File: src/hdl/rco_pkg.sv
// Shared widths, codes and the queue entry type for the ray-circle observation time block.
// Depends on nothing; every other file uses it.
package rco_pkg;

  localparam int unsigned PosW        = 20;
  localparam int unsigned VelW        = 16;
  localparam int unsigned RadW        = 16;
  localparam int unsigned DiffW       = PosW + 1;
  localparam int unsigned ProdW       = DiffW + VelW;
  localparam int unsigned HW          = ProdW + 1;
  localparam int unsigned HabsW       = HW - 1;
  localparam int unsigned AW          = 2 * VelW;
  localparam int unsigned Sq2W        = 2 * DiffW;
  localparam int unsigned R2W         = 2 * RadW;
  localparam int unsigned HLoW        = 32;
  localparam int unsigned HHiW        = HabsW - HLoW;
  localparam int unsigned DW          = 75;
  localparam int unsigned FracBits    = 14;
  localparam int unsigned RootW       = 53;
  localparam int unsigned XW          = 2 * RootW;
  localparam int unsigned NumW        = RootW;
  localparam int unsigned TimeW       = 32;
  localparam int unsigned QueueDepth  = 4;
  localparam logic [TimeW-1:0] StationaryTicks = TimeW'(10240);
  localparam logic [TimeW-1:0] TimeMax         = '1;
  localparam logic [RadW-1:0]  RadiusReset     = RadW'(4000);

  typedef enum logic [1:0] {
    KIND_ZERO,
    KIND_FIXED,
    KIND_CALC
  } kind_e;

  typedef struct packed {
    logic [DW-1:0]    disc;
    logic [HabsW-1:0] habs;
    logic             hneg;
    logic [AW-1:0]    a;
    kind_e            kind;
  } job_t;

endpackage

File: src/hdl/rco_queue.sv
// Short queue of classified items between the front and back pipelines.
// Depends on rco_pkg.
module rco_queue #(
  parameter int unsigned Depth = rco_pkg::QueueDepth
) (
  input  logic          clk_i,
  input  logic          rst_ni,
  input  logic          push_i,
  input  rco_pkg::job_t job_i,
  output logic          full_o,
  input  logic          pop_i,
  output logic          empty_o,
  output rco_pkg::job_t job_o
);
  import rco_pkg::*;

  localparam int unsigned PtrW = (Depth > 1) ? $clog2(Depth) : 1;
  localparam int unsigned CntW = $clog2(Depth + 1);

  job_t            mem_q [Depth];
  logic [PtrW-1:0] wr_q, rd_q;
  logic [CntW-1:0] cnt_q;

  assign full_o  = cnt_q == CntW'(Depth);
  assign empty_o = cnt_q == '0;
  assign job_o   = mem_q[rd_q];

  always_ff @(posedge clk_i) begin
    if (push_i) begin
      mem_q[wr_q] <= job_i;
    end
  end

  always_ff @(posedge clk_i or negedge rst_ni) begin
    if (!rst_ni) begin
      wr_q  <= '0;
      rd_q  <= '0;
      cnt_q <= '0;
    end else begin
      if (push_i) begin
        wr_q <= (wr_q == PtrW'(Depth - 1)) ? '0 : wr_q + 1'b1;
      end
      if (pop_i) begin
        rd_q <= (rd_q == PtrW'(Depth - 1)) ? '0 : rd_q + 1'b1;
      end
      cnt_q <= cnt_q + CntW'(push_i) - CntW'(pop_i);
    end
  end

endmodule

File: config.mk
export PLATFORM = sky130hd
export DESIGN_NAME = rco_queue
export DESIGN_NICKNAME = d
export VERILOG_FILES = /design/src/hdl/rco_pkg.sv /design/src/hdl/rco_queue.sv
export SDC_FILE = /design/constraint.sdc
export NUM_CORES = 1
export LEC_CHECK = 0
export BUFFER_PORTS_ARGS = -buffer_cell sky130_fd_sc_hd__buf_4
export CORE_MARGIN = 2
export CORE_UTILIZATION = 61
export CTS_BUF_LIST = sky130_fd_sc_hd__clkbuf_4 sky130_fd_sc_hd__clkbuf_8 sky130_fd_sc_hd__clkbuf_16
export DETAILED_ROUTE_END_ITERATION = 12
export PLACE_DENSITY = 0.87
export SETUP_SLACK_MARGIN = 0.5
export SYNTH_ARGS = -nofsm -noshare
export SYNTH_HDL_FRONTEND = slang
export SYNTH_SLANG_ARGS = --single-unit
File: constraint.sdc
create_clock -name clk_i -period 7.9 [get_ports clk_i]
set_input_delay 0.79 -clock clk_i [delete_from_list [all_inputs] [get_ports clk_i]]
set_output_delay 0.79 -clock clk_i [all_outputs]
set_load 0.01 [all_outputs]
Yosys cells after proc, flatten, opt, wreduce, memory -nomap -nowiden --
Memories as Yosys holds them, arrays and structs flattened. Cells that the tools add are included.
Word-level totals: register bits after elaboration 7, memory bits (writable) 588, input bits 151, output and inout port bits 149, word-level logic and storage cells 16, memories 1
Memory list:
- mem_q | depth 4, bits a word 147, rd ports 1, clocked after Yosys merged registers in 0, wr ports 1, line rco_queue.sv:20 | job_t mem_q [Depth];
Cells by class: add/subtract/negate cells 4, equality and inequality tests 3, multiplexer cells 4, reduce and logical (&&, ||, !) cells 1
Operator list (count):
- $add 2x1->2 const B | 2
- $eq 2x2->1 const B | 2
- $mux 2 | 2
- $add 3x1->3 | 1
- $eq 3x3->1 const B | 1
- $logic_not 3->1 | 1
- $sub 3x1->3 | 1
- $mux 1 | 2

Logic depth before layout (Yosys ltp) --
Gate-level depths: netlist of run 1.
depth after elaboration 2, gate-level depth with buffers 7, mapped depth without buffers 7

Least setup slack after synthesis of run 1 --
Ideal clock, no wire load.
kind input -> register, start input port push_i, end memory mem_q[1][0] in the netlist's numbering (enable), setup time 0.524 ns, data arrival time 4.146 ns, required time 7.376 ns, slack 3.230 ns, stages 1, path buffers 0, cells stage by stage and2_1
Between the ends: cells in the longest elaborated chain, start to end 2
Ends and longest elaborated chain:
- start: declaration | line rco_queue.sv:8 | input logic push_i,
- $mux 1 | line rco_queue.sv:29 | if (push_i) begin
- $mux 1 (not written as such) | line rco_queue.sv:30 | mem_q[wr_q] <= job_i;
- end: declaration | line rco_queue.sv:20
No other way between the ends.

==> results of run 1 <==
==> metal layers <==
metal,global-route usage [%],vias to the layer above
met3,5.75,69
met2,39.3,414
met4,7.13,0
met5,0,-
li1,-,4158
met1,30.2,5041
==> synthesized netlist by cell type (all sizes together) <==
master	number
and2	4
mux2	2
nor3	1
inv	6
mux4	147
buf	32
edfxtp	588
dfrtp	7
fa	1
or3b	1
o21ai	2
ha	7
xnor2	2
clkbuf	1
and3	1
nand2	1
nor2	1
==> registers in the layout, summed over array words and instances, names as in the netlist <==
register  count
cnt_q         3
mem_q       588
rd_q          2
wr_q          2
==> power breakdown <==
| part | internal (mW) | switching [mW] |
|---|---|---|
| Combinational | 1.43 | 1.42 |
| Clock | 1.53 | 1.05 |
| Sequential | 4.05 | 0.193 |
==> cells in the final DEF (no fill, tap or decap) <==
cell,count
edfxtp_1,588
buf_4,312
mux4_2,147
clkbuf_16,57
clkbuf_4,21
clkinv_1,10
ha_1,7
inv_1,6
clkinv_2,6
dfrtp_1,5
and2_4,4
clkbuf_8,4
bufinv_16,3
diode_2,2
xnor2_1,2
o21ai_0,2
mux2_2,2
dfrtp_4,2
nor3_1,1
and3_1,1
or3b_2,1
nor2_1,1
nand2_1,1
fa_1,1
clkinv_4,1
==> metrics by stage <==
step / total power, mW / cell area (sq um) / hold slack [ns]
2_1_floorplan: 6.02 / 21600 / 0.494
3_3_place_gp: 7.08 / 24300 / 0.592
3_5_place_dp: 7.18 / 24300 / 0.611
4_1_cts: 9.78 / 26100 / 0.00253
5_1_grt: 10.1 / 26100 / 0.0117
6_report: 9.68 / 26100 / 0.0286
==> path summary, 6_finish.rpt <==
kind,slack (ns),startpoint,endpoint,cells past startpoint
setup reg to reg,4.65,wr_q[0],mem_q[0][84],5
setup / recovery,4.24,rd_q[1],job_o[69],3
max in group asynchronous,7.72,rst_ni,rd_q[1],1
min in group clk_i,0.42,job_i[144],mem_q[0][144],1
hold / removal,0.03,rst_ni,wr_q[0],1
hold reg to reg,0.68,wr_q[1],wr_q[1],2
==> cells by family (layout without fill, tap and decap cells) <==
group	count (synthesis)	after routing	synth area share, %
AOI/OAI and AO/OA	2	2	0.0463
xor gates and xnor gates	2	2	0.0810
adders and majority gates	8	8	0.497
other	0	2	0
buffers and inverters	39	420	1.28
DFF	595	595	82.4
and+or+nand+nor	9	9	0.243
muxes	149	149	15.4
==> final cells by class <==
cell class | count | area share [%]
Clock buffer | 82 | 6.28
Inverter | 6 | 0.0862
Clock inverter | 20 | 0.637
Tap cell | 455 | 2.18
Multi-Input combinational cell | 170 | 13.5
Timing Repair Buffer | 312 | 8.97
Antenna cell | 2 | 0.0192
Sequential cell | 595 | 68.3
==> worst max-delay path, cell delays in order, from the launching register on <==
cell	delay, ns
dfrtp_4	0.84
buf_4	0.79
mux4_2	0.43
buf_4	0.17
==> run metrics, run 1 <==
Slew HR 25.3%; Starting Density 62.3%; Setup WS post-layout 4.24 ns; placed cells 1,538; met1 WL 15.6 mm; CTS tree done; # IOs 300; wire per inst 25.7 um; leakage 8.96 nW; detailed-route wire length 42.2 mm; met2 wire len 22.1 mm; row count 68; CTS Sinks 595; TritonRoute pass-1 iters 5; root buffer cell clkbuf_16; Hold WC Path Type in -> async; initial antenna violation count 2; synth top area cells edfxtp_1 82%, mux4_2 15%, dfrtp_1 0.81%, buf_6 0.73%, ha_1 0.40%; Clock Latency Late Sink 0.57 ns; GP Congestion 0.715; GRT Total Usage 23.2%; vias in the first global route 10,362; crit start category flip-flop; top-area cell type share of the netlist area 81.6%; fin util 75.2%; share of layout cells above drive strength 1 47.3%; pwr dens 371 nW/um^2; storage element area 17,800 sq um; Die ar. 37,000 sq um; Critical Path End Type primary output; RSZ-0062 raised after global routing false; count of warnings emitted by yosys 0; Syn Area/Cell 26.9 sq um; pre-CTS WS 4.40 ns; WP data arrival 2.87 ns; global-route wire length before repair 62.6 mm; CP Max Fanout 60; Final period util 46.3%; via density per instance 5.90; post-CTS sizing 0; total CTS buffers 55; Synthesized Nets 963; Fin. Hold Viols 0; post-synthesis sequential area ratio 82.4%; cells after synthesis 804; Multi-input gate area 3530 sq um; fill count 1,783; final std cells w/o fill 1,642; Post-CTS Setup Bufs 0; met3 WL 3.42 mm; ANT nets after route 0; max-capacitance violation count 0; Bufs on Longest Clock Path 3; Die X 192 um; Worst-Margin Slew 1.12 ns; Nets 1,299; DRC viols 0; minimum clock period 3.66 ns; Final Slew Violations 0; setup TNS 0 ns; post-synth top area cell edfxtp_1; Area Overhead vs Synth 20.7%; total number of vias 9,682; Clock Skews 0.0113 ns; maximum number of pins on one net before global-route repair 75; critical setup path kind reg -> out; outcome finished clean; IO buf count 299; WP data required 7.11 ns; post-synth design cell area 21,600 sq um; Die Y 192 um; post-synthesis cell type count 20; DR top layer met4; H-tree depth 2; Yosys reg bits 595; Clk pin slew, worst setup/hold paths 0.06 ns; DRT iter0 DRCs 707; cts-stage hold buffer count 0; peak supply drop 271 uV; Core Area 34,700 sq um; grt ovf 0; Post-DP HPWL 24.8 mm; max frequency 273 MHz; setup violators final 0
(Power assumes the default switching activity.)
==> run 2: changes to the inputs <==
--- a/config.mk
+++ b/config.mk
@@ -7,10 +7,10 @@
 export LEC_CHECK = 0
 export BUFFER_PORTS_ARGS = -buffer_cell sky130_fd_sc_hd__buf_4
 export CORE_MARGIN = 2
-export CORE_UTILIZATION = 61
+export CORE_UTILIZATION = 57
 export CTS_BUF_LIST = sky130_fd_sc_hd__clkbuf_4 sky130_fd_sc_hd__clkbuf_8 sky130_fd_sc_hd__clkbuf_16
 export DETAILED_ROUTE_END_ITERATION = 12
-export PLACE_DENSITY = 0.87
+export PLACE_DENSITY = 0.82
 export SETUP_SLACK_MARGIN = 0.5
 export SYNTH_ARGS = -nofsm -noshare
 export SYNTH_HDL_FRONTEND = slang
==> constraint.sdc (replaced) <==
create_clock -name clk_i -period 3.5 [get_ports clk_i]
set_input_delay 0.35 -clock clk_i [delete_from_list [all_inputs] [get_ports clk_i]]
set_output_delay 0.35 -clock clk_i [all_outputs]
set_load 0.01 [all_outputs]
==> run 2 against run 1 <==
Against the previous run: hold slack gained 0.099 ns; critical path type unchanged; power grew 130%; wire length grew 7.4%; critical endpoint is now job_o[1]; die area grew 6.9%; setup slack lost 3.5 ns; largest power group unchanged; first-iteration DRC count grew 6.1%; flip-flop and latch count is the same; cell count grew 13%.
==> run metrics, run 2 (synthesis results as in run 1) <==
outcome finished clean; Die X 199 um (+3.4%); Regs by FF count mem_q x588, cnt_q x3; cell-internal power 16.1 mW (+130%); placed cells 1,597 (+3.8%); CP Max Fanout 15 (-75%); # IOs 300 (unchanged); Worst-Margin Slew 0.981 ns (-0.139 ns); global-route wire length before repair 67.4 mm (+7.8%); sequential power share 42.5% (-1.4 points); r2r setup slk 1.48 ns (-3.17 ns); crit path launch rd_q[0]; Clock Skews 0.0147 ns (+0.00334 ns); WP data arrival 2.43 ns (-0.44 ns); Clk pin slew, worst setup/hold paths 0.06 ns (about the same); GP Congestion 0.706 (-1.3%); critical path depth 3 (unchanged); most frequent cells in the layout 588 x edfxtp_1, 305 x buf_4, 150 x dlygate4sd3_1; setup TNS 0 ns (unchanged); critical setup path kind reg -> out; hold slack 0.127 ns (+0.0989 ns); root buffer cell clkbuf_16; ANT nets after route 0 (unchanged); Max stage delay on crit path 0.71 ns (-0.13 ns); vias in the first global route 11,335 (+9.4%); clock network power share 26.7% (about the same); cell area after layout 27,900 sq um (+6.7%); max frequency 360 MHz; Clock Latency Late Sink 0.59 ns (+0.02 ns); Reg-to-Reg End mem_q[2][92]; Logic pwr share 30.8% (+1.3 points); grt ovf 0 (unchanged); commonest non-fill, non-tap cell in the layout edfxtp_1; max reg flops 588 (unchanged); final std cells w/o fill 1,848 (+13%); Slew HR 34.6% (+9.3 points); Nets 1,454 (+12%); Post-DP HPWL 23.8 mm (-4.0%); GRT Total Usage 23.5% (+0.25 points); wire per inst 24.6 um (-4.5%); FF-to-FF Start wr_q[0]; minimum clock period 2.78 ns; leakage 9.64 nW (+7.6%); CP cell instances buf_4 > mux4_2 > buf_4; Area Overhead vs Synth 28.8%; CTS Sinks 595 (unchanged); setup violators final 0 (unchanged); H-tree depth 2 (unchanged); max-capacitance violation count 0 (unchanged); CP delay by family, top flip-flops; Fin. Hold Viols 0 (unchanged); IO buf count 299 (unchanged); maximum number of pins on one net before global-route repair 148 (+97%); crit start category flip-flop; Top cell by count, worst path buf_4; via density per instance 5.63 (-4.6%); Die ar. 39,500 sq um (+6.9%); peak supply drop 611 uV (+130%); total CTS buffers 56 (+1.8%); total number of vias 10,400 (+7.4%); Bufs on Longest Clock Path 3 (unchanged); Starting Density 57.7% (-4.6 points); Hold WC Path Type in -> async; Net Sw Power 6.21 mW (+130%); DRT iter0 DRCs 750 (+6.1%); WP data required 3.15 ns (-3.96 ns); worst r2r path cells 4 (-1); Sw Share 27.8% (+0.27 points); DRC viols 0 (unchanged); post-CTS sizing 0 (unchanged); Final period util 79.4%; row count 71 (+4.4%); Slowest cell on crit path dfrtp_4; most flop-heavy register mem_q; detailed-route wire length 45.4 mm (+7.4%); CTS tree done; Critical Path End Type primary output; Core Area 37,500 sq um (+8.0%); initial antenna violation count 4 (+2); RSZ-0062 raised after global routing false; pwr dens 802 nW/um^2 (+120%); share of layout cells above drive strength 1 41.9% (-5.4 points); Placed Instance Area 24,500 sq um (+0.90%); Die Y 199 um (+3.4%); buffers plus inverters on the worst setup path 2 (unchanged); Final Slew Violations 0 (unchanged); end of the critical path job_o[1]; TritonRoute pass-1 iters 5 (unchanged)
==> run 2: worst min-delay path by stage <==
stage | startpoint | endpoint | slack (ns) | cells past startpoint
4_1_cts | rst_ni | cnt_q[2] | 0.08 | 2
2_1_floorplan | rst_ni | cnt_q[0] | 0.05 | 0
5_1_grt | rst_ni | cnt_q[1] | 0.1 | 2
6_report | rst_ni | cnt_q[0] | 0.13 | 2
3_3_place_gp | rst_ni | cnt_q[0] | 0.16 | 1
3_5_place_dp | rst_ni | cnt_q[0] | 0.17 | 1
==> run 2: final cells by class <==
class	count	area (sq um)
Antenna cell	2	5.00
Clock buffer	70	1520
Clock inverter	28	279
Fill cell	1978	9630
Inverter	6	22.5
Multi-Input combinational cell	170	3530
Sequential cell	595	17800
Tap cell	511	639
Timing Repair Buffer	466	4020
==> run 2: routing by layer <==
metal  global-route usage [%]  up-vias  part of all wire, %
met5                        0        -                0.062
met4                     6.72        4                  2.2
met3                     7.17       81                  9.1
met2                     39.0      495                   52
met1                     30.4     5354                   37
li1                         -     4466                    -
==> run 2: worst register-to-register path, delay by kind of cell (launching register included) <==
kind / cells / cell delay, ns
adder cells (fa/ha/maj): 1 / 0.15
AND/OR/NAND/NOR: 1 / 0.49
flip-flops: 1 / 0.41
buffers and inverters: 2 / 0.51
==> run 2: power groups by stage <==
stage	combinational, mW	sequential, mW	clock (mW)
floorplan	3.98	9.49	0
global placement	6.62	9.55	0
detailed placement	6.69	9.64	0
CTS	6.96	9.48	6.02
global route	7.35	9.58	6.34
finish	6.89	9.50	5.97
==> run 2: repair_timing <==
item	CTS	global route
buffers inserted	1	0
hold endpoints to repair	597	0
hold buffers	150	0
setup endpoints to repair	4	0
==> run 2: per-stage QoR <==
step / utilization (%) / power, mW / setup slack [ns]
after floorplan: - / 13.5 / 0.636
after detailed placement: 65.4 / 16.3 / 1.13
final: 74.3 / 22.3 / 0.722
after global placement: 65.4 / 16.2 / 1.12
after global routing: 74.3 / 23.3 / 0.572
after CTS: 74.3 / 22.5 / 0.623
==> run 3: changes to the inputs <==
--- a/config.mk
+++ b/config.mk
@@ -7,10 +7,10 @@
 export LEC_CHECK = 0
 export BUFFER_PORTS_ARGS = -buffer_cell sky130_fd_sc_hd__buf_4
 export CORE_MARGIN = 2
-export CORE_UTILIZATION = 57
+export CORE_UTILIZATION = 51
 export CTS_BUF_LIST = sky130_fd_sc_hd__clkbuf_4 sky130_fd_sc_hd__clkbuf_8 sky130_fd_sc_hd__clkbuf_16
 export DETAILED_ROUTE_END_ITERATION = 12
-export PLACE_DENSITY = 0.82
+export PLACE_DENSITY = 0.78
 export SETUP_SLACK_MARGIN = 0.5
 export SYNTH_ARGS = -nofsm -noshare
 export SYNTH_HDL_FRONTEND = slang
==> constraint.sdc (replaced) <==
create_clock -name clk_i -period 2.25 [get_ports clk_i]
set_input_delay 0.225 -clock clk_i [delete_from_list [all_inputs] [get_ports clk_i]]
set_output_delay 0.225 -clock clk_i [all_outputs]
set_load 0.01 [all_outputs]
==> run 3 against run 2 <==
Against the previous run: setup slack got worse by 0.88 ns; global-route usage decreased by 2.3 points; core utilization decreased by 4.2 points; power increased by 71%; final area increased by 5.6%; sequential power increased by 55%; hold slack improved by 0.24 ns; critical path depth increased by 1; the flow now finishes with violations (setup timing); clock skew increased by 0.0014 ns; combinational power increased by 100%; die area increased by 12%.
==> run metrics, run 3 (synthesis results as in run 1) <==
leakage 10.3 nW (+6.8%); commonest non-fill, non-tap cell in the layout edfxtp_1; CTS tree done; Final Slew Violations 0 (unchanged); setup violators final 147 (+147); final std cells w/o fill 1,933 (+4.6%); Final period util 107%; r2r setup slk 0.58 ns (-0.90 ns); Hold Path End mem_q[2][130]; Die ar. 44,100 sq um (+12%); Starting Density 51.6% (-6.1 points); global-route wire length before repair 69.2 mm (+2.6%); FF-to-FF Start cnt_q[0]; peak supply drop 812 uV (+33%); Reg-to-Reg End cnt_q[2]; worst r2r path cells 7 (+3); maximum number of pins on one net before global-route repair 59 (-60%); Area Overhead vs Synth 36.0%; most frequent cells in the layout 588 x edfxtp_1, 180 x buf_4, 151 x dlygate4sd3_1; Clock Latency Late Sink 0.60 ns (about the same); setup TNS -14.06 ns (-14.06 ns); CTS Sinks 595 (unchanged); Post-DP HPWL 25.4 mm (+6.6%); Setup WS post-layout -0.161 ns (-0.883 ns); RSZ-0062 raised after global routing true; wire per inst 24.8 um (+1.0%); max-capacitance violation count 0 (unchanged); max reg flops 588 (unchanged); grt ovf 0 (unchanged); row count 75 (+5.6%); fin util 70.1% (-4.2 points); minimum clock period 2.41 ns; min-delay src job_i[130]; Critical Path End Type primary output; GP Congestion 0.734 (+4.0%); TritonRoute pass-1 iters 5 (unchanged); Hold Path Depth 2; WP data arrival 2.19 ns (-0.24 ns); total number of vias 10,492 (+0.88%); detailed-route wire length 48.0 mm (+5.7%); crit start category flip-flop; Clk pin slew, worst setup/hold paths 0.06 ns (about the same); Core Area 41,900 sq um (+12%); placed cells 1,642 (+2.8%); cell area after layout 29,400 sq um (+5.6%); failing checks setup timing; critical setup path kind reg -> out; most flop-heavy register mem_q; GRT Total Usage 21.1% (-2.3 points); initial antenna violation count 5 (+1); Fin. Hold Viols 0 (unchanged); WP data required 2.03 ns (-1.12 ns); # IOs 300 (unchanged); Nets 1,502 (+3.3%); via density per instance 5.43 (-3.6%); H-tree depth 2 (unchanged); max frequency 415 MHz; CP Max Fanout 8 (-7); IO buf count 299 (unchanged); Worst-Margin Slew 0.505 ns (-0.476 ns); DRC viols 0 (unchanged); Slew HR 66.4% (+32 points); outcome finished with violations; pwr dens 1300 nW/um^2 (+62%); Hold WC Path Type in -> reg; vias in the first global route 11,397 (+0.55%); ANT nets after route 0 (unchanged); Placed Instance Area 24,900 sq um (+1.4%); total CTS buffers 58 (+3.6%); Die Y 210 um (+5.6%); Die X 210 um (+5.6%); Bufs on Longest Clock Path 3 (unchanged); DRT iter0 DRCs 894 (+19%); share of layout cells above drive strength 1 44.1% (+2.2 points); Clock Skews 0.0161 ns (+0.00142 ns); Regs by FF count mem_q x588, cnt_q x3; root buffer cell clkbuf_16
[run 3: where the power goes]
group	internal (mW)	total, mW	switching (mW)
Sequential	14.2	14.7	0.473
Combinational	7.62	13.8	6.16
Clock	5.92	9.84	3.92
Total	27.7	38.3	10.6
[run 3: worst max path at each step]
| stage | from | endpoint | slack [ns] | cells past startpoint |
|---|---|---|---|---|
| 2_1_floorplan | wr_q[0] | mem_q[2][0] | 0.17 | 3 |
| 3_3_place_gp | rd_q[0] | job_o[39] | 0.40 | 4 |
| 3_5_place_dp | rd_q[0] | job_o[58] | 0.37 | 4 |
| 4_1_cts | rd_q[0] | job_o[97] | -0.21 | 5 |
| 5_1_grt | rd_q[0] | job_o[80] | -0.23 | 5 |
| 6_report | rd_q[0] | job_o[88] | -0.16 | 4 |
[run 3: timing repair]
item / CTS / global route
gates resized for setup: 111 / 48
hold endpoints to repair: 600 / 0
setup endpoints to repair: 147 / 201
hold buffers: 151 / 0
cloned: 2 / 10
setup buffers: 11 / 6
pin swaps: 0 / 1
[run 3: cell type report]
class                      instances  area, sq um
multi-input combinational        170         3540
clock buffer                      77         1650
antenna                            4         10.0
clock inverter                    30          319
sequential                       595        17800
timing repair buffer             512         5370
inverter                           6         22.5
fill                            2324        12500
tap                              539          674
[run 3: routing by layer]
layer / track usage (%) / wire, um
met5: 0 / 16
met4: 6.26 / 1000
met3: 5.63 / 3400
met2: 36.1 / 24800
met1: 27.0 / 18800
[run 3: critical path: stages (launching register included)]
cell and delay (ns):
dfrtp_4 0.51, buf_12 0.20, buf_16 0.16, mux4_2 0.55
buf_6 0.15
[run 3: metrics by stage]
stage          total power, mW  worst slack, ns  hold WS (ns)
2_1_floorplan             20.9            0.165       -0.0706
6_report                  38.3           -0.161         0.368
4_1_cts                   37.3           -0.206         0.333
5_1_grt                   39.7           -0.225         0.351
3_5_place_dp              25.9            0.369        0.0540
3_3_place_gp              25.7            0.402        0.0563
